==> config.mk <==
export PLATFORM = sky130hd
export DESIGN_NAME = servo_reply_frame_receiver_unit
export DESIGN_NICKNAME = d
export VERILOG_FILES = /design/src/design/srfr_pkg.sv /design/src/design/servo_reply_frame_receiver_unit.sv /design/src/design/srfr_frame_tracker.sv
export SDC_FILE = /design/constraint.sdc
export NUM_CORES = 1
export LEC_CHECK = 0
export ABC_AREA = 1
export BUFFER_PORTS_ARGS = -buffer_cell sky130_fd_sc_hd__clkbuf_2
export CAP_MARGIN = 20
export CORE_ASPECT_RATIO = 1.2
export CORE_MARGIN = 10
export CORE_UTILIZATION = 48
export CTS_CLUSTER_DIAMETER = 150
export DETAILED_ROUTE_END_ITERATION = 10
export PLACE_DENSITY = 0.68
export SYNTH_ARGS = -nofsm -noshare
export SYNTH_HDL_FRONTEND = slang
export SYNTH_HIERARCHICAL = 1
export SYNTH_SLANG_ARGS = --single-unit
==> constraint.sdc <==
create_clock -name aclk -period 14 [get_ports aclk]
set_clock_uncertainty 0.2 [all_clocks]
set_input_delay 2.8 -clock aclk [delete_from_list [all_inputs] [get_ports aclk]]
set_output_delay 2.8 -clock aclk [all_outputs]
set_load 0.02 [all_outputs]
==> src/design/srfr_pkg.sv <==
// ----------------------------------------------------------------------------
// srfr_pkg: shared types and constants of the servo reply frame receiver
// Holds the configuration register codes, frame limits and the result record
// that passes from the frame tracker to the output stage.
// ----------------------------------------------------------------------------
package srfr_pkg;

    // byte and field widths
    localparam int BYTE_W      = 8;
    localparam int LEN_W       = 3;
    localparam int POS_W       = 3;
    localparam int CFG_IDX_W   = 8;
    localparam int CFG_DATA_W  = 8;

    // frame layout
    localparam int SHOWN_PARAMS = 4;
    localparam int MIN_LENGTH   = 3;
    localparam int POS_ID       = 0;
    localparam int POS_LENGTH   = 1;
    localparam int POS_COMMAND  = 2;

    // configuration register indexes
    localparam logic [CFG_IDX_W-1:0] REG_HEADER_BYTE = 8'd0;
    localparam logic [CFG_IDX_W-1:0] REG_MAX_LENGTH  = 8'd1;

    // configuration reset values
    localparam logic [BYTE_W-1:0] HEADER_RESET     = 8'h55;
    localparam logic [LEN_W-1:0]  MAX_LENGTH_RESET = 3'd7;

    // checksum status codes
    localparam logic STATUS_OK  = 1'b0;
    localparam logic STATUS_BAD = 1'b1;

    // packed output beat width: id, command, count, four params, padded to bytes
    localparam int TDATA_BITS = 2 * BYTE_W + LEN_W + SHOWN_PARAMS * BYTE_W;
    localparam int M_TDATA_W  = ((TDATA_BITS + 7) / 8) * 8;

    // configuration seen by the frame tracker
    typedef struct packed {
        logic [BYTE_W-1:0] header_byte;
        logic [LEN_W-1:0]  max_length;
    } cfg_t;

    // one decoded reply frame
    typedef struct packed {
        logic                                 status;
        logic [BYTE_W-1:0]                    servo_id;
        logic [BYTE_W-1:0]                    command;
        logic [LEN_W-1:0]                     param_count;
        logic [SHOWN_PARAMS-1:0][BYTE_W-1:0]  params;
    } result_t;

endpackage

==> src/design/servo_reply_frame_receiver_unit.sv <==
// ----------------------------------------------------------------------------
// servo_reply_frame_receiver_unit: servo reply frame receiver
// Deframes received serial bytes into reply records with checksum status.
// ----------------------------------------------------------------------------
// One received byte is taken per beat, every cycle, with no gaps needed
// between frames. Each byte updates the frame tracker in the cycle it is
// accepted; a frame's record appears on the master side in the cycle after its
// checksum byte is accepted. The single output register sets the rate: the
// slave side stalls only while a record waits on the master side and is not
// being taken in that cycle. Frames with a bad length are dropped without a
// record; a frame with a bad checksum gives a record with tuser set.
// Configuration writes are always accepted and belong in idle periods.
module servo_reply_frame_receiver_unit #(
    parameter int MAX_PARAMS = 4
) (
    input  logic                                aclk,
    input  logic                                aresetn,
    // received bytes
    input  logic                                s_tvalid,
    output logic                                s_tready,
    input  logic [srfr_pkg::BYTE_W-1:0]         s_tdata,   // rx_byte
    // decoded reply frames
    output logic                                m_tvalid,
    input  logic                                m_tready,
    // servo_id, command, param_count, param0, param1, param2, param3, zero pad
    output logic [srfr_pkg::M_TDATA_W-1:0]      m_tdata,
    output logic                                m_tuser,   // status
    // configuration writes
    input  logic                                cfg_valid,
    output logic                                cfg_ready,
    input  logic [srfr_pkg::CFG_IDX_W-1:0]      cfg_index,
    input  logic [srfr_pkg::CFG_DATA_W-1:0]     cfg_data
);

    localparam int PAD_W = srfr_pkg::M_TDATA_W - srfr_pkg::TDATA_BITS;

    srfr_pkg::cfg_t    cfg_reg, cfg_next;
    srfr_pkg::result_t result;
    srfr_pkg::result_t out_reg;
    logic              out_valid_reg, out_valid_next;
    logic              byte_accept;
    logic              result_valid;

    // configuration registers
    always_comb begin
        cfg_next = cfg_reg;
        if (cfg_valid) begin
            unique case (cfg_index)
                srfr_pkg::REG_HEADER_BYTE: cfg_next.header_byte = cfg_data;
                srfr_pkg::REG_MAX_LENGTH:
                    cfg_next.max_length = cfg_data[srfr_pkg::LEN_W-1:0];
                default: cfg_next = cfg_reg;
            endcase
        end
    end

    always_ff @(posedge aclk) begin
        if (!aresetn) begin
            cfg_reg.header_byte <= srfr_pkg::HEADER_RESET;
            cfg_reg.max_length  <= srfr_pkg::MAX_LENGTH_RESET;
        end else begin
            cfg_reg <= cfg_next;
        end
    end

    assign cfg_ready = 1'b1;

    // input handshake: take a byte unless a record is stuck at the output
    assign s_tready    = !out_valid_reg || m_tready;
    assign byte_accept = s_tvalid && s_tready;

    srfr_frame_tracker #(
        .MAX_PARAMS (MAX_PARAMS)
    ) u_tracker (
        .aclk         (aclk),
        .aresetn      (aresetn),
        .byte_accept  (byte_accept),
        .rx_byte      (s_tdata),
        .cfg          (cfg_reg),
        .result_valid (result_valid),
        .result       (result)
    );

    // output register
    always_comb begin
        out_valid_next = out_valid_reg;
        if (byte_accept) begin
            out_valid_next = result_valid;
        end else if (m_tready) begin
            out_valid_next = 1'b0;
        end
    end

    always_ff @(posedge aclk) begin
        if (!aresetn) begin
            out_valid_reg <= 1'b0;
        end else begin
            out_valid_reg <= out_valid_next;
        end
    end

    always_ff @(posedge aclk) begin
        if (result_valid) begin
            out_reg <= result;
        end
    end

    // master side packing, first field lowest
    assign m_tvalid = out_valid_reg;
    assign m_tuser  = out_reg.status;
    assign m_tdata  = {{PAD_W{1'b0}},
                       out_reg.params[3], out_reg.params[2],
                       out_reg.params[1], out_reg.params[0],
                       out_reg.param_count, out_reg.command, out_reg.servo_id};

    // a new record only follows an accepted byte
    a_record_from_beat: assert property (@(posedge aclk) disable iff (!aresetn)
        $rose(m_tvalid) |-> $past(byte_accept && result_valid))
        else $error("record appeared without a checksum beat");

    // absent parameters read as zero
    a_absent_params_zero: assert property (@(posedge aclk) disable iff (!aresetn)
        (m_tvalid && out_reg.param_count == '0) |->
        (out_reg.params[0] == '0 && out_reg.params[1] == '0 &&
         out_reg.params[2] == '0 && out_reg.params[3] == '0))
        else $error("parameter shown beyond the frame's count");

    // the parameter count never exceeds the shown slots
    a_count_bound: assert property (@(posedge aclk) disable iff (!aresetn)
        m_tvalid |-> out_reg.param_count <= srfr_pkg::LEN_W'(srfr_pkg::SHOWN_PARAMS))
        else $error("parameter count out of range");

endmodule

==> src/design/srfr_frame_tracker.sv <==
// ----------------------------------------------------------------------------
// srfr_frame_tracker: byte-wise frame state of the servo reply receiver
// Hunts for the double header, collects id, length, command and parameters,
// keeps the running checksum and flags a decoded frame on its checksum byte.
// ----------------------------------------------------------------------------
module srfr_frame_tracker #(
    parameter int MAX_PARAMS = 4
) (
    input  logic                       aclk,
    input  logic                       aresetn,
    input  logic                       byte_accept,
    input  logic [srfr_pkg::BYTE_W-1:0] rx_byte,
    input  srfr_pkg::cfg_t             cfg,
    output logic                       result_valid,
    output srfr_pkg::result_t          result
);

    // parameter slots that a frame can ever fill
    localparam int HELD = (MAX_PARAMS < srfr_pkg::SHOWN_PARAMS) ?
                          MAX_PARAMS : srfr_pkg::SHOWN_PARAMS;
    // largest length field that still fits the parameter store
    localparam logic [srfr_pkg::BYTE_W-1:0] LEN_LIMIT =
        srfr_pkg::BYTE_W'(MAX_PARAMS + srfr_pkg::MIN_LENGTH);
    localparam logic [srfr_pkg::BYTE_W-1:0] LEN_MIN =
        srfr_pkg::BYTE_W'(srfr_pkg::MIN_LENGTH);
    localparam logic [srfr_pkg::POS_W-1:0] P_ID      = srfr_pkg::POS_W'(srfr_pkg::POS_ID);
    localparam logic [srfr_pkg::POS_W-1:0] P_LENGTH  = srfr_pkg::POS_W'(srfr_pkg::POS_LENGTH);
    localparam logic [srfr_pkg::POS_W-1:0] P_COMMAND = srfr_pkg::POS_W'(srfr_pkg::POS_COMMAND);

    logic                          in_frame_reg, in_frame_next;
    logic                          header_seen_reg, header_seen_next;
    logic [srfr_pkg::POS_W-1:0]    pos_reg, pos_next;
    logic [srfr_pkg::LEN_W-1:0]    frame_length_reg, frame_length_next;
    logic [srfr_pkg::BYTE_W-1:0]   sum_reg, sum_next;
    logic [srfr_pkg::BYTE_W-1:0]   id_reg, id_next;
    logic [srfr_pkg::BYTE_W-1:0]   command_reg, command_next;
    logic [srfr_pkg::BYTE_W-1:0]   held_reg [HELD];

    logic                          is_header;
    logic                          length_bad;
    logic                          in_body;
    logic                          at_checksum;
    logic [srfr_pkg::LEN_W-1:0]    count;
    logic [srfr_pkg::BYTE_W-1:0]   shown [srfr_pkg::SHOWN_PARAMS];

    // byte classification
    assign is_header   = (rx_byte == cfg.header_byte);
    assign length_bad  = (rx_byte < LEN_MIN) ||
                         (rx_byte > {{(srfr_pkg::BYTE_W - srfr_pkg::LEN_W){1'b0}},
                                     cfg.max_length}) ||
                         (rx_byte > LEN_LIMIT);
    assign in_body     = (pos_reg < frame_length_reg);
    assign at_checksum = in_frame_reg && (pos_reg > P_LENGTH) && !in_body;
    assign count       = frame_length_reg - srfr_pkg::LEN_W'(srfr_pkg::MIN_LENGTH);

    // next frame state for an accepted byte
    always_comb begin
        in_frame_next     = in_frame_reg;
        header_seen_next  = header_seen_reg;
        pos_next          = pos_reg;
        frame_length_next = frame_length_reg;
        sum_next          = sum_reg;
        id_next           = id_reg;
        command_next      = command_reg;
        if (!in_frame_reg) begin
            // hunting for two header bytes in a row
            if (is_header && header_seen_reg) begin
                in_frame_next    = 1'b1;
                header_seen_next = 1'b0;
                pos_next         = P_ID;
                sum_next         = '0;
            end else begin
                header_seen_next = is_header;
            end
        end else if (pos_reg == P_ID) begin
            id_next  = rx_byte;
            sum_next = sum_reg + rx_byte;
            pos_next = P_LENGTH;
        end else if (pos_reg == P_LENGTH) begin
            if (length_bad) begin
                // abandon silently, length byte is not a header candidate
                in_frame_next    = 1'b0;
                header_seen_next = 1'b0;
                pos_next         = '0;
            end else begin
                frame_length_next = rx_byte[srfr_pkg::LEN_W-1:0];
                sum_next          = sum_reg + rx_byte;
                pos_next          = P_COMMAND;
            end
        end else if (in_body) begin
            if (pos_reg == P_COMMAND) begin
                command_next = rx_byte;
            end
            sum_next = sum_reg + rx_byte;
            pos_next = pos_reg + srfr_pkg::POS_W'(1);
        end else begin
            // checksum byte closes the frame
            in_frame_next    = 1'b0;
            header_seen_next = 1'b0;
            pos_next         = '0;
        end
    end

    // control state
    always_ff @(posedge aclk) begin
        if (!aresetn) begin
            in_frame_reg    <= 1'b0;
            header_seen_reg <= 1'b0;
            pos_reg         <= '0;
        end else if (byte_accept) begin
            in_frame_reg    <= in_frame_next;
            header_seen_reg <= header_seen_next;
            pos_reg         <= pos_next;
        end
    end

    // frame payload
    always_ff @(posedge aclk) begin
        if (byte_accept) begin
            frame_length_reg <= frame_length_next;
            sum_reg          <= sum_next;
            id_reg           <= id_next;
            command_reg      <= command_next;
        end
    end

    // parameter slots, each written at its own byte position
    for (genvar i = 0; i < HELD; i++) begin : g_held
        always_ff @(posedge aclk) begin
            if (byte_accept && in_frame_reg && in_body &&
                pos_reg == srfr_pkg::POS_W'(i + srfr_pkg::MIN_LENGTH)) begin
                held_reg[i] <= rx_byte;
            end
        end
    end

    // shown parameters, zero past the frame's count
    for (genvar k = 0; k < srfr_pkg::SHOWN_PARAMS; k++) begin : g_shown
        if (k < HELD) begin : g_live
            assign shown[k] = (srfr_pkg::LEN_W'(k) < count) ? held_reg[k] : '0;
        end else begin : g_none
            assign shown[k] = '0;
        end
    end

    // decoded frame
    always_comb begin
        result.status      = ((~sum_reg) == rx_byte) ? srfr_pkg::STATUS_OK
                                                     : srfr_pkg::STATUS_BAD;
        result.servo_id    = id_reg;
        result.command     = command_reg;
        result.param_count = count;
        for (int k = 0; k < srfr_pkg::SHOWN_PARAMS; k++) begin
            result.params[k] = shown[k];
        end
    end

    assign result_valid = byte_accept && at_checksum;

    // checks on the frame state
    a_hunt_pos_zero: assert property (@(posedge aclk) disable iff (!aresetn)
        !in_frame_reg |-> pos_reg == '0)
        else $error("position left nonzero while hunting");

    a_no_header_in_frame: assert property (@(posedge aclk) disable iff (!aresetn)
        in_frame_reg |-> !header_seen_reg)
        else $error("header flag set inside a frame");

    a_length_in_range: assert property (@(posedge aclk) disable iff (!aresetn)
        (in_frame_reg && pos_reg > P_LENGTH) |->
        (frame_length_reg >= srfr_pkg::LEN_W'(srfr_pkg::MIN_LENGTH) &&
         pos_reg <= frame_length_reg))
        else $error("frame length or position out of range");

endmodule
Word-level counts from Yosys, hierarchy flattened --
Memories as Yosys holds them, arrays and structs flattened. A register that Yosys moved wholly into a read port is not among the register bits. Cells that the tools add are included.
Storage, ports and cells: register bits after elaboration 64, latch bits 0, output and inout port bits 60, word-level logic and storage cells 124, bits of input ports 29, ROM bits 0, memories 1, RAM bits 32
Cells by class: multiply operators 0, $add $sub $neg 3, reductions and logical operators 35, equal/unequal tests 14, magnitude comparators 9, bitwise operators 4, multiplexer cells 44, div/mod/pow operators 0, shift operators 0
Memory list:
- u_tracker.held_reg | depth 4, width 8, rd ports 4, clocked after Yosys merged registers in 4, wr ports 1, RTL line srfr_frame_tracker.sv:37 | logic [srfr_pkg::BYTE_W-1:0] held_reg [HELD];
Operator list (number):
- 8-bit two-way mux | 9
- 1-bit two-way mux | 26
- 8-bit OR reduction | 3
- 8-bit == test | 2
- 3-bit two-way mux | 5
- 1-bit logical AND | 11
- 3-bit == test, second input constant | 3
- 8-bit adder | 1
- 8-bit by 1-bit == test with 1-bit output, second input constant | 1
- 8-bit by 3-bit > comparator with 1-bit output | 1
- 8-bit by 3-bit > comparator with 1-bit output, second input constant | 1
- 8-bit zero test | 1
- 8-bit by 2-bit less-than comparator with 1-bit output, second input constant | 1
- 2-bit two-way mux | 4
- 4-bit inequality test, second input constant | 2
- 8-bit inverter | 1
- 4-bit AND reduction | 2
- 3-bit by 2-bit == test with 1-bit output, second input constant | 2
- 1-bit zero test | 6
- 1-bit by 3-bit less-than comparator with 1-bit output, first input constant | 2
- 2-bit by 3-bit less-than comparator with 1-bit output, first input constant | 2
- 3-bit inequality test, second input constant | 2
- 2-bit AND reduction | 3
- 6-bit AND reduction | 1
- other kinds (12) | 17

Depth between registers and ports, before layout --
Gate-level depths: netlist (run 1).
depth after elaboration 12, mapped depth 12, depth with buffers taken out 12

By module --
The synthesis (run 1) kept the hierarchy.
By module, submodules not included:
- srfr_frame_tracker | instances 1, cells each 311, area each 3169.3 um^2, sequential area each 1871.8 um^2
- servo_reply_frame_receiver_unit | instances 1, cells each 136, area each 2194.6 um^2, sequential area each 1801.7 um^2

Worst setup path before layout (run 1) --
OpenSTA, ideal clock, no wires.
kind input-to-reg, start input port m_tready, end register out_reg (netlist bit m_tdata[0]), enable pin, required time 13.241 ns, library setup time 0.559 ns, arrival 7.364 ns, stages 4, path buffers 0, setup slack 5.877 ns, cells stage by stage inv_1 > a21boi_0 > nand2_1 > a311oi_1
On the way: word-level cells in the longest chain between the ends 3
Ends and longest elaborated chain:
- start, declared | RTL line servo_reply_frame_receiver_unit.sv:24 | input logic m_tready,
- 1-bit logical OR | RTL line servo_reply_frame_receiver_unit.sv:69 | assign s_tready = !out_valid_reg || m_tready;
- 1-bit logical AND | RTL line servo_reply_frame_receiver_unit.sv:70 | assign byte_accept = s_tvalid && s_tready;
- net byte_accept | RTL line servo_reply_frame_receiver_unit.sv:41 | logic byte_accept;
- 1-bit logical AND | RTL line srfr_frame_tracker.sv:158 | assign result_valid = byte_accept && at_checksum;
- net result_valid | RTL line servo_reply_frame_receiver_unit.sv:42 | logic result_valid;
- end signal, assigned | RTL line servo_reply_frame_receiver_unit.sv:104 | out_reg <= result;
- end, declared | RTL line servo_reply_frame_receiver_unit.sv:39 | srfr_pkg::result_t out_reg;
The timed path passes the listed nets, and every way through them passes these cells. A chain may end at the register's enable or synchronous reset.

Worst setup path in the final report (run 1) --
start input port m_tready, end output port s_tready
On the way: word-level cells in the longest chain between the ends 1
Ends and longest elaborated chain:
- 1-bit logical OR | RTL line servo_reply_frame_receiver_unit.sv:69
- end, declared | RTL line servo_reply_frame_receiver_unit.sv:20 | output logic s_tready,
Every way passes these cells.

==> results.py, run 1 <==
metrics = {
    "grt": {
        "pin_count_of_the_biggest_net_entering_global_routing": 42,
        "total_overflow_reported_by_the_global_router": 0,
        "grt_pass1_wl_um": 16300,
        "globalRouteTotalUtil_pct": 13.5,
        "first_global_vias": 3377,
        "antenna_found_initial": 0,
    },
    "hold_path": {
        "min_delay_path_depth": 0,
        "worstHoldEndpoint": "m_tdata[4]",
        "hp-class": "reg -> reg",
        "hold_path.startpoint": "u_tracker/id_reg[4]",
    },
    "timing": {
        "maxSlewHeadroom_pct": 45.6,
        "final-max-slew-violation-count": 0,
        "worstMarginPinSlew_ns": 0.816,
        "max_freq_mhz": 163,
        "post-route-worst-setup-slack_ns": 7.86,
        "final_setup_violating_endpoints": 0,
        "final-hold-violation-count": 0,
        "post-route-period-util_pct": 43.9,
        "finalWorstPathRequiredPeriod_ns": 6.14,
        "totalNegativeSetupSlack_ns": 0,
        "setup_repair_after_global_routing_missed_its_margin": "false",
        "hold-worst-slack_ns": 0.214,
    },
    "logic_synthesis": {
        "post_synth_adder_cell_area_pct": 4.57,
        "largest_family_of_logic_cells_by_synthesized_area": "simple AND/OR/NAND/NOR gates",
        "post_synth_and_or_nand_nor_area_fraction_pct": 14.4,
        "dominantRegCellSynth": "edfxtp_1",
        "yosys_register_bits": 128,
        "synth-edff-count": 111,
        "post_synth_num_cell_types": 36,
        "synthCells": 447,
        "post_synth_xor_xnor_area_pct": 2.15,
        "syn-cell-area_mm2": 0.00536,
        "post_synth.cell_area_avg_um2": 12.0,
        "synth_compound_area_share_pct": 3.45,
        "yosysSeqAreaShare_pct": 68.5,
        "portion_of_netlist_area_occupied_by_mux_cells_pct": 0,
        "ys_async_sr_fraction_pct": 0,
        "total_of_warnings_raised_by_yosys": 6,
    },
    "floorplanning": {
        "placeableCoreArea_mm2": 0.0110,
        "placement_rows": 42,
        "die_width_um": 117,
        "starting_utilization_of_the_core_area_pct": 48.8,
        "io_pins": 89,
        "die-area_mm2": 0.0158,
        "chipHeight_um": 136,
    },
    "drt": {
        "vias": 3293,
        "drt_first_iter_violations": 206,
        "detailedRoute.firstPassIterationCount": 4,
        "vias_per_cell": 4.77,
        "drt-wirelength-per-cell_um": 14.7,
        "antenna_violating_nets_post_route": 0,
        "wirelength_um": 10200,
        "route.detailed.drc": 0,
    },
    "final_layout": {
        "multi_input_area_mm2": 0.00136,
        "seq_cell_area_mm2": 0.00367,
        "flow.area_growth_from_synthesis_pct": 21.0,
        "finish.net_count": 594,
        "largest_register_ff_count": 51,
        "num_antenna_cells": 0,
        "layout-drive-gt1-share_pct": 23.8,
        "final_cell_area_mm2": 0.00649,
        "fill_cells": 889,
        "final_util_pct": 59.1,
    },
    "power": {
        "power-per-cell-area_mw_per_mm2": 129,
        "vdd.ir_drop.worst_mv": 0.0694,
        "leakage_nw": 2.85,
    },
    "setup_path": {
        "regToRegSetupSlack_ns": 10.81,
        "worst-endpoint-required_ns": 11.00,
        "timing.reg2reg.worst_path_depth": 7,
        "critPathCaptureType": "output port",
        "reg2reg_from": "u_tracker/frame_length_reg[2]",
        "rr_endpoint": "m_tdata[2]",
        "critPathKind": "in -> out",
        "critical_path.startpoint_type": "primary input",
        "critical_path_arrival_ns": 3.14,
        "critical_path.max_fanout": 2,
    },
    "placed_design": {
        "place_congestion": 0.862,
        "dp.final_hpwl_um": 7210,
        "portBuffers": 82,
        "detailedPlace.worstSlack_ns": 7.86,
        "post_dp_cell_area_mm2": 0.00592,
    },
    "clocking": {
        "post_cts_buffers": 0,
        "cts.sinks": 128,
        "cts_max_path_buffers": 2,
        "clk_pin_slew_ns": 0.05,
        "worstSkewPairLatency_ns": 0.41,
        "cts_made_buffers": 17,
        "post_cts.resized_instances": 0,
        "cts_tree": "done",
        "cts_max_level": 4,
        "clockRootBuffer": "clkbuf_16",
        "post_cts_hold_buffer_count": 0,
    },
    "outcome": {
        "status": "finished, final reports clean",
    },
    "flow_run": {
        "drv_cap": 0,
    },
}
power breakdown:
part | switching [W] | internal, W
Clock | 0.000144 | 0.000260
Sequential | 0.0000000503 | 0.000411
Combinational | 0.0000157 | 0.00000770
worst max-delay path by stage:
| stage | startpoint | to | cells after the start |
|---|---|---|---|
| 2_1_floorplan | m_tready | m_tdata[0] | 4 |
| 3_3_place_gp | m_tready | s_tready | 4 |
| 3_5_place_dp | m_tready | s_tready | 4 |
| 4_1_cts | m_tready | s_tready | 4 |
| 5_1_grt | m_tready | s_tready | 4 |
| 6_report | m_tready | s_tready | 4 |
synthesized netlist by cell type, types with 2 or more instances:
library cell | number | area, um^2
inv_2 | 2 | 7.51
inv_1 | 79 | 297
nor4_1 | 3 | 18.8
a21oi_1 | 11 | 55.1
ha_1 | 18 | 225
xnor2_1 | 9 | 78.8
buf_4 | 6 | 45.0
nand2_1 | 80 | 300
nor2_4 | 5 | 56.3
nor2_1 | 40 | 150
edfxtp_1 | 111 | 3330
nand2_4 | 3 | 33.8
nand3_1 | 22 | 110
buf_2 | 2 | 10.0
nand4_1 | 3 | 18.8
a21boi_0 | 2 | 15.0
dfxtp_1 | 17 | 340
nor3_1 | 2 | 10.0
conb_1 | 2 | 7.51
a31oi_1 | 2 | 12.5
o21ai_0 | 7 | 35.0
o211ai_1 | 2 | 15.0
nor2_2 | 3 | 18.8
o21bai_1 | 2 | 15.0
nand2_2 | 3 | 18.8
routing by layer:
layer	global-route usage [%]	vias to the layer above	share of wire, %
met5	0	-	0
met4	6.55	0	1.6
met3	5.05	12	6.5
met2	22.5	105	51
met1	14.7	1513	41
li1	-	1663	-
kinds of logic after synthesis:
family                   Yosys count
AND/OR/NAND/NOR                  167
flip-flops                       128
buffers and inverters             90
AO/OA/AOI/OAI                     30
adder cells (fa/ha/maj)           19
XOR/XNOR                          11
other                              2
cell usage in the layout, fill, tap and decap left out, types with 9 or more instances in the layout:
cell type  synthesis  routed
ha_1              18      18
edfxtp_1         111     111
inv_1             79      79
xnor2_1            9       9
nand2_1           80      80
dfxtp_1           17      17
clkbuf_16          0      18
clkbuf_2           0      82
nor2_1            40      40
a21oi_1           11      11
nand3_1           22      22
worst max-delay path, cell delays in order:
cell	delay [ns]
clkbuf_2	0.08
inv_1	0.05
nand2_1	0.06
clkbuf_2	0.15
per-stage QoR:
stage / cells / power [W]
after global placement: 658 / 0.000442
after floorplan: 451 / 0.000433
final: 691 / 0.000839
after CTS: 690 / 0.000847
after global routing: 691 / 0.000869
after detailed placement: 658 / 0.000442
cell type report:
type                            instances  area share, %
Multi-Input combinational cell        233           20.9
Tap cell                              132           2.54
Clock inverter                          3          0.270
Timing Repair Buffer                   84           6.55
Inverter                               82           4.78
Clock buffer                           29           8.35
Sequential cell                       128           56.6
(Power assumes the default switching activity.)
==> inputs of run 2 (changes only) <==
--- a/config.mk
+++ b/config.mk
@@ -5,7 +5,7 @@
 export SDC_FILE = /design/constraint.sdc
 export NUM_CORES = 1
 export LEC_CHECK = 0
-export ABC_AREA = 1
+export ABC_AREA = 0
 export BUFFER_PORTS_ARGS = -buffer_cell sky130_fd_sc_hd__clkbuf_2
 export CAP_MARGIN = 20
 export CORE_ASPECT_RATIO = 1.2
==> constraint.sdc (replaced) <==
create_clock -name aclk -period 6.3 [get_ports aclk]
set_clock_uncertainty 0.2 [all_clocks]
set_input_delay 1.26 -clock aclk [delete_from_list [all_inputs] [get_ports aclk]]
set_output_delay 1.26 -clock aclk [all_outputs]
set_load 0.02 [all_outputs]
==> run 2 against run 1 <==
- die area is 2.0% lower
- final cell count down 14%
- clock power rose by 130%
- largest cell class unchanged
- count of clock-buffer cells in the layout down 2
- synthesized cell count decreased by 20%
- first-iteration DRC count shrank 29%
- non-clock buffer count fell by 1
- routed wire length increased by 0.33%
- global-route usage is 0.41 points higher
- hold slack is essentially flat
- highest routed layer unchanged
==> results.py, run 2 <==
metrics = {
    "setup_path": {
        "worst-endpoint-required_ns": 6.13,
        "timing.reg2reg.worst_path_depth": 3,
        "critPathKind": "in -> reg",
        "critical_path_arrival_ns": 3.24,
        "critical_path.startpoint_type": "primary input",
        "critPathCaptureType": "register",
        "critical_path.max_fanout": 12,
    },
    "timing": {
        "finalWorstPathRequiredPeriod_ns": 3.41,
        "final-max-slew-violation-count": 0,
        "final-hold-violation-count": 0,
        "setup_repair_after_global_routing_missed_its_margin": "false",
        "worstMarginPinSlew_ns": 0.932,
        "maxSlewHeadroom_pct": 37.1,
        "max_freq_mhz": 293,
        "final_setup_violating_endpoints": 0,
        "totalNegativeSetupSlack_ns": 0,
        "post-route-period-util_pct": 54.1,
    },
    "final_layout": {
        "num_antenna_cells": 0,
        "layout-drive-gt1-share_pct": 25.2,
        "commonest_non_fill_non_tap_cell_in_the_layout": "edfxtp_1",
        "final_util_pct": 59.9,
        "flow.area_growth_from_synthesis_pct": 21.5,
        "fill_cells": 830,
        "finish.net_count": 499,
        "post_layout_nonfiller_instances": 593,
        "layout_common_cells": "111 x edfxtp_1, 82 x clkbuf_2, 29 x and2_1",
        "largest_register_ff_count": 51,
    },
    "outcome": {
        "status": "finished, final reports clean",
    },
    "logic_synthesis": {
        "ys_async_sr_fraction_pct": 0,
        "yosys_register_bits": 128,
        "post_synth_num_cell_types": 51,
        "post_synth_and_or_nand_nor_area_fraction_pct": 13.3,
        "netlist.area_leader.share_pct": 63.7,
        "post_synth_xor_xnor_area_pct": 1.84,
        "synth_compound_area_share_pct": 5.66,
        "post_synth_adder_cell_area_pct": 4.68,
        "post-synth-top-count-cell": "edfxtp_1",
        "dominantRegCellSynth": "edfxtp_1",
        "total_of_warnings_raised_by_yosys": 6,
        "largest_family_of_logic_cells_by_synthesized_area": "simple AND/OR/NAND/NOR gates",
        "syn-cell-area_mm2": 0.00524,
        "post_synth.cell_area_avg_um2": 14.7,
        "synthTopCellsByArea": "edfxtp_1 64%, dfxtp_1 6.5%, ha_1 4.3%",
        "yosysSeqAreaShare_pct": 70.2,
        "synth_commonest_cells": "111 x edfxtp_1, 29 x and2_1, 19 x nor2b_1",
        "synth-edff-count": 111,
        "synthCells": 356,
        "synthDominantAreaCellType": "edfxtp_1",
        "portion_of_netlist_area_occupied_by_mux_cells_pct": 1.72,
    },
    "clocking": {
        "post_cts.resized_instances": 0,
        "cts_max_path_buffers": 2,
        "post_cts_buffers": 0,
        "clk_pin_slew_ns": 0.05,
        "cts_tree": "done",
        "cts.sinks": 128,
        "clockRootBuffer": "clkbuf_16",
        "cts_made_buffers": 17,
        "worstSkewPairLatency_ns": 0.41,
        "cts_max_level": 4,
        "post_cts_hold_buffer_count": 0,
    },
    "drt": {
        "antenna_violating_nets_post_route": 0,
        "vias_per_cell": 5.26,
        "vias": 3122,
        "drt-wirelength-per-cell_um": 17.2,
        "detailedRoute.firstPassIterationCount": 4,
        "wirelength_um": 10200,
        "route.detailed.drc": 0,
        "drt_first_iter_violations": 147,
    },
    "grt": {
        "grt_util_met1_pct": 15.9,
        "grt_util_met2_pct": 22.7,
        "globalRouteTotalUtil_pct": 13.9,
        "pin_count_of_the_biggest_net_entering_global_routing": 54,
        "grt-busiest-layer": "met2",
        "grt_pass1_wl_um": 16800,
        "first_global_vias": 3282,
        "antenna_found_initial": 0,
        "total_overflow_reported_by_the_global_router": 0,
        "use_met3_pct": 5.76,
    },
    "floorplanning": {
        "placeableCoreArea_mm2": 0.0106,
        "starting_utilization_of_the_core_area_pct": 49.3,
        "placement_rows": 41,
        "die-area_mm2": 0.0155,
        "chipHeight_um": 134,
        "die_width_um": 115,
        "io_pins": 89,
    },
    "placed_design": {
        "numPlacedInstances": 561,
        "place_congestion": 0.841,
        "dp.final_hpwl_um": 7060,
        "portBuffers": 82,
    },
    "power": {
        "power-per-cell-area_mw_per_mm2": 299,
        "leakage_nw": 2.43,
        "vdd.ir_drop.worst_mv": 0.174,
    },
    "hold_path": {
        "min_delay_path_depth": 0,
        "hp-class": "reg -> reg",
    },
    "flow_run": {
        "drv_cap": 0,
    },
}
[run 2: routing by layer]
layer  part of all wire, %  wire (um)
met1                    42       4260
met2                    50       5120
met3                   7.1        726
met4                   1.2        118
met5                     0          0
[run 2: stage by stage]
step                instance area [um^2]  setup slack [ns]  power [W]  hold WS (ns)
floorplan                           5260              1.55   0.000958         0.200
global placement                    5780              2.48   0.000978         0.202
detailed placement                  5780              2.43   0.000980         0.206
CTS                                 6360              2.89    0.00192         0.217
global route                        6360              2.76    0.00197         0.221
finish                              6360              2.89    0.00190         0.214
[run 2: cell type report]
cell class / count / area, um^2 / area share (%)
clock buffer: 27 / 503 / 7.91
clock inverter: 5 / 77.6 / 1.22
inverter: 18 / 67.6 / 1.06
multi-input combinational: 203 / 1460 / 22.9
sequential: 128 / 3670 / 57.8
tap: 129 / 161 / 2.54
timing repair buffer: 83 / 418 / 6.57
[run 2: path summary, 6_finish.rpt]
path / startpoint / end / slack, ns
setup / recovery: s_tdata[1] / u_tracker/sum_reg[6] / 2.89
setup reg to reg: u_tracker/in_frame_reg / u_tracker/command_reg[3] / 3.53
hold / removal: u_tracker/command_reg[3] / m_tdata[11] / 0.21
hold reg to reg: u_tracker/command_reg[3] / m_tdata[11] / 0.21
[run 2: cells by family (layout without fill, tap and decap cells)]
kind of cell,count (synthesis),count (layout)
AO/OA/AOI/OAI,44,44
adder cells (fa/ha/maj),19,19
other,2,6
XOR/XNOR,11,11
buffers and inverters,29,133
flip-flops,128,128
multiplexers,9,9
AND/OR/NAND/NOR,114,114
[run 2: worst max-delay path, cell delays in order]
cell and delay (ns):
clkbuf_2 0.23, ha_1 0.38, a211oi_1 0.34, o2111ai_2 0.21, a41oi_1 0.80
[run 2: power breakdown]
group | total, W | internal, W | switching, W | leakage (nW)
logic | 0.0000482 | 0.0000168 | 0.0000314 | 1.01
registers | 0.000914 | 0.000914 | 0.0000000686 | 1.14
clock network | 0.000941 | 0.000623 | 0.000319 | 0.283
==> inputs of run 3 (changes only) <==
--- a/config.mk
+++ b/config.mk
@@ -13,7 +13,7 @@
 export CORE_UTILIZATION = 48
 export CTS_CLUSTER_DIAMETER = 150
 export DETAILED_ROUTE_END_ITERATION = 10
-export PLACE_DENSITY = 0.68
+export PLACE_DENSITY = 0.71
 export SYNTH_ARGS = -nofsm -noshare
 export SYNTH_HDL_FRONTEND = slang
 export SYNTH_HIERARCHICAL = 1
==> constraint.sdc (replaced) <==
create_clock -name aclk -period 2.7 [get_ports aclk]
set_clock_uncertainty 0.2 [all_clocks]
set_input_delay 0.54 -clock aclk [delete_from_list [all_inputs] [get_ports aclk]]
set_output_delay 0.54 -clock aclk [all_outputs]
set_load 0.02 [all_outputs]
==> run 3 against run 2 <==
- hold slack got worse by 0.057 ns
- sequential power up 130%
- total power increased by 130%
- first-iteration DRC count grew 3.4%
- clock power is 130% higher
- final cell count rose by 2.7%
- largest power group unchanged
==> results.py, run 3 (same netlist as run 2, synthesis figures left out) <==
metrics = {
    "timing": {
        "final-max-slew-violation-count": 0,
        "maxSlewHeadroom_pct": 53.7,
        "final_setup_violating_endpoints": 0,
        "max_freq_mhz": 418,
        "worstMarginPinSlew_ns": 0.690,
        "finalWorstPathRequiredPeriod_ns": 2.39,
        "totalNegativeSetupSlack_ns": 0,
        "post-route-period-util_pct": 88.5,
        "setup_repair_after_global_routing_missed_its_margin": "false",
        "hold-worst-slack_ns": 0.157,
        "final-hold-violation-count": 0,
    },
    "final_layout": {
        "flow.area_growth_from_synthesis_pct": 23.9,
        "layout-drive-gt1-share_pct": 27.9,
        "multi_input_area_mm2": 0.00148,
        "post_layout_nonfiller_instances": 609,
        "seq_cell_area_mm2": 0.00367,
        "final_util_pct": 61.1,
        "layout_common_cells": "111 x edfxtp_1, 82 x clkbuf_2, 28 x and2_1",
        "largest_register_ff_count": 51,
        "num_antenna_cells": 0,
        "commonest_non_fill_non_tap_cell_in_the_layout": "edfxtp_1",
        "finish.net_count": 516,
        "fill_cells": 841,
    },
    "hold_path": {
        "hp-class": "in -> reg",
    },
    "floorplanning": {
        "chipHeight_um": 134,
        "placeableCoreArea_mm2": 0.0106,
        "placement_rows": 41,
        "die_width_um": 115,
        "die-area_mm2": 0.0155,
        "io_pins": 89,
        "starting_utilization_of_the_core_area_pct": 49.3,
    },
    "setup_path": {
        "critPathCaptureType": "register",
        "worst-endpoint-required_ns": 2.56,
        "critical_path_arrival_ns": 2.25,
        "critical_path.startpoint_type": "register",
        "critPathKind": "reg -> reg",
        "critical_path.max_fanout": 8,
    },
    "power": {
        "power-per-cell-area_mw_per_mm2": 679,
        "design_power_total_w": 0.00441,
        "vdd.ir_drop.worst_mv": 0.363,
        "leakage_nw": 2.52,
    },
    "grt": {
        "globalRouteTotalUtil_pct": 13.8,
        "first_global_vias": 3177,
        "pin_count_of_the_biggest_net_entering_global_routing": 38,
        "grt_pass1_wl_um": 16300,
        "antenna_found_initial": 0,
        "total_overflow_reported_by_the_global_router": 0,
    },
    "clocking": {
        "cts.sinks": 128,
        "post_cts.resized_instances": 0,
        "cts_max_path_buffers": 2,
        "cts_tree": "done",
        "worstSkewPairLatency_ns": 0.41,
        "clk_pin_slew_ns": 0.05,
        "post_cts_buffers": 0,
        "clockRootBuffer": "clkbuf_16",
        "cts_max_level": 4,
        "cts_made_buffers": 17,
        "post_cts_hold_buffer_count": 0,
    },
    "placed_design": {
        "numPlacedInstances": 578,
        "place_congestion": 0.869,
        "dp.final_hpwl_um": 7490,
        "portBuffers": 82,
    },
    "drt": {
        "detailedRoute.firstPassIterationCount": 5,
        "route.detailed.drc": 0,
        "wirelength_um": 10400,
        "vias_per_cell": 5.11,
        "antenna_violating_nets_post_route": 0,
        "vias": 3110,
        "drt-wirelength-per-cell_um": 17.1,
        "drt_first_iter_violations": 152,
    },
    "outcome": {
        "status": "finished, final reports clean",
    },
    "flow_run": {
        "drv_cap": 0,
    },
}
## run 3: power breakdown
group | switching, W | internal (W)
Clock | 0.000727 | 0.00142
Sequential | 0.000000160 | 0.00213
Combinational | 0.0000774 | 0.0000492
## run 3: final timing paths
check,from,cells after the start,to,slack (ns)
max,u_tracker/frame_length_reg[2],6,u_tracker/command_reg[4],0.31
min,cfg_data[3],3,cfg_reg[6],0.16
max reg2reg,u_tracker/frame_length_reg[2],6,u_tracker/command_reg[4],0.31
min reg2reg,u_tracker/id_reg[0],0,m_tdata[0],0.21
## run 3: routing by layer
metal / wire (um) / global-route usage (%) / up-vias
li1: - / - / 1532
met1: 4260 / 14.4 / 1489
met2: 5450 / 24.0 / 80
met3: 579 / 4.91 / 9
met4: 133 / 6.63 / 0
met5: 0 / 0 / -
## run 3: worst max-delay path: stages (launching register included)
cell and delay, ns:
edfxtp_1 0.41, inv_1 0.08, ha_1 0.23, and2_1 0.20, a211oi_2 0.31, buf_4 0.18
and4_1 0.43
## run 3: metrics by stage
step | instance area (um^2) | worst slack, ns
global route | 6490 | 0.160
global placement | 5920 | 0.159
detailed placement | 5920 | 0.123
finish | 6490 | 0.309
floorplan | 5280 | -0.295
CTS | 6480 | 0.161
## run 3: layout make-up
class / instances / area share, %
clock inverters: 11 / 1.87
clock buffers: 20 / 6.73
inverters: 18 / 1.04
flip-flops and latches: 128 / 56.6
well taps: 129 / 2.49
multi-input cells: 203 / 22.8
repair buffers: 100 / 8.41
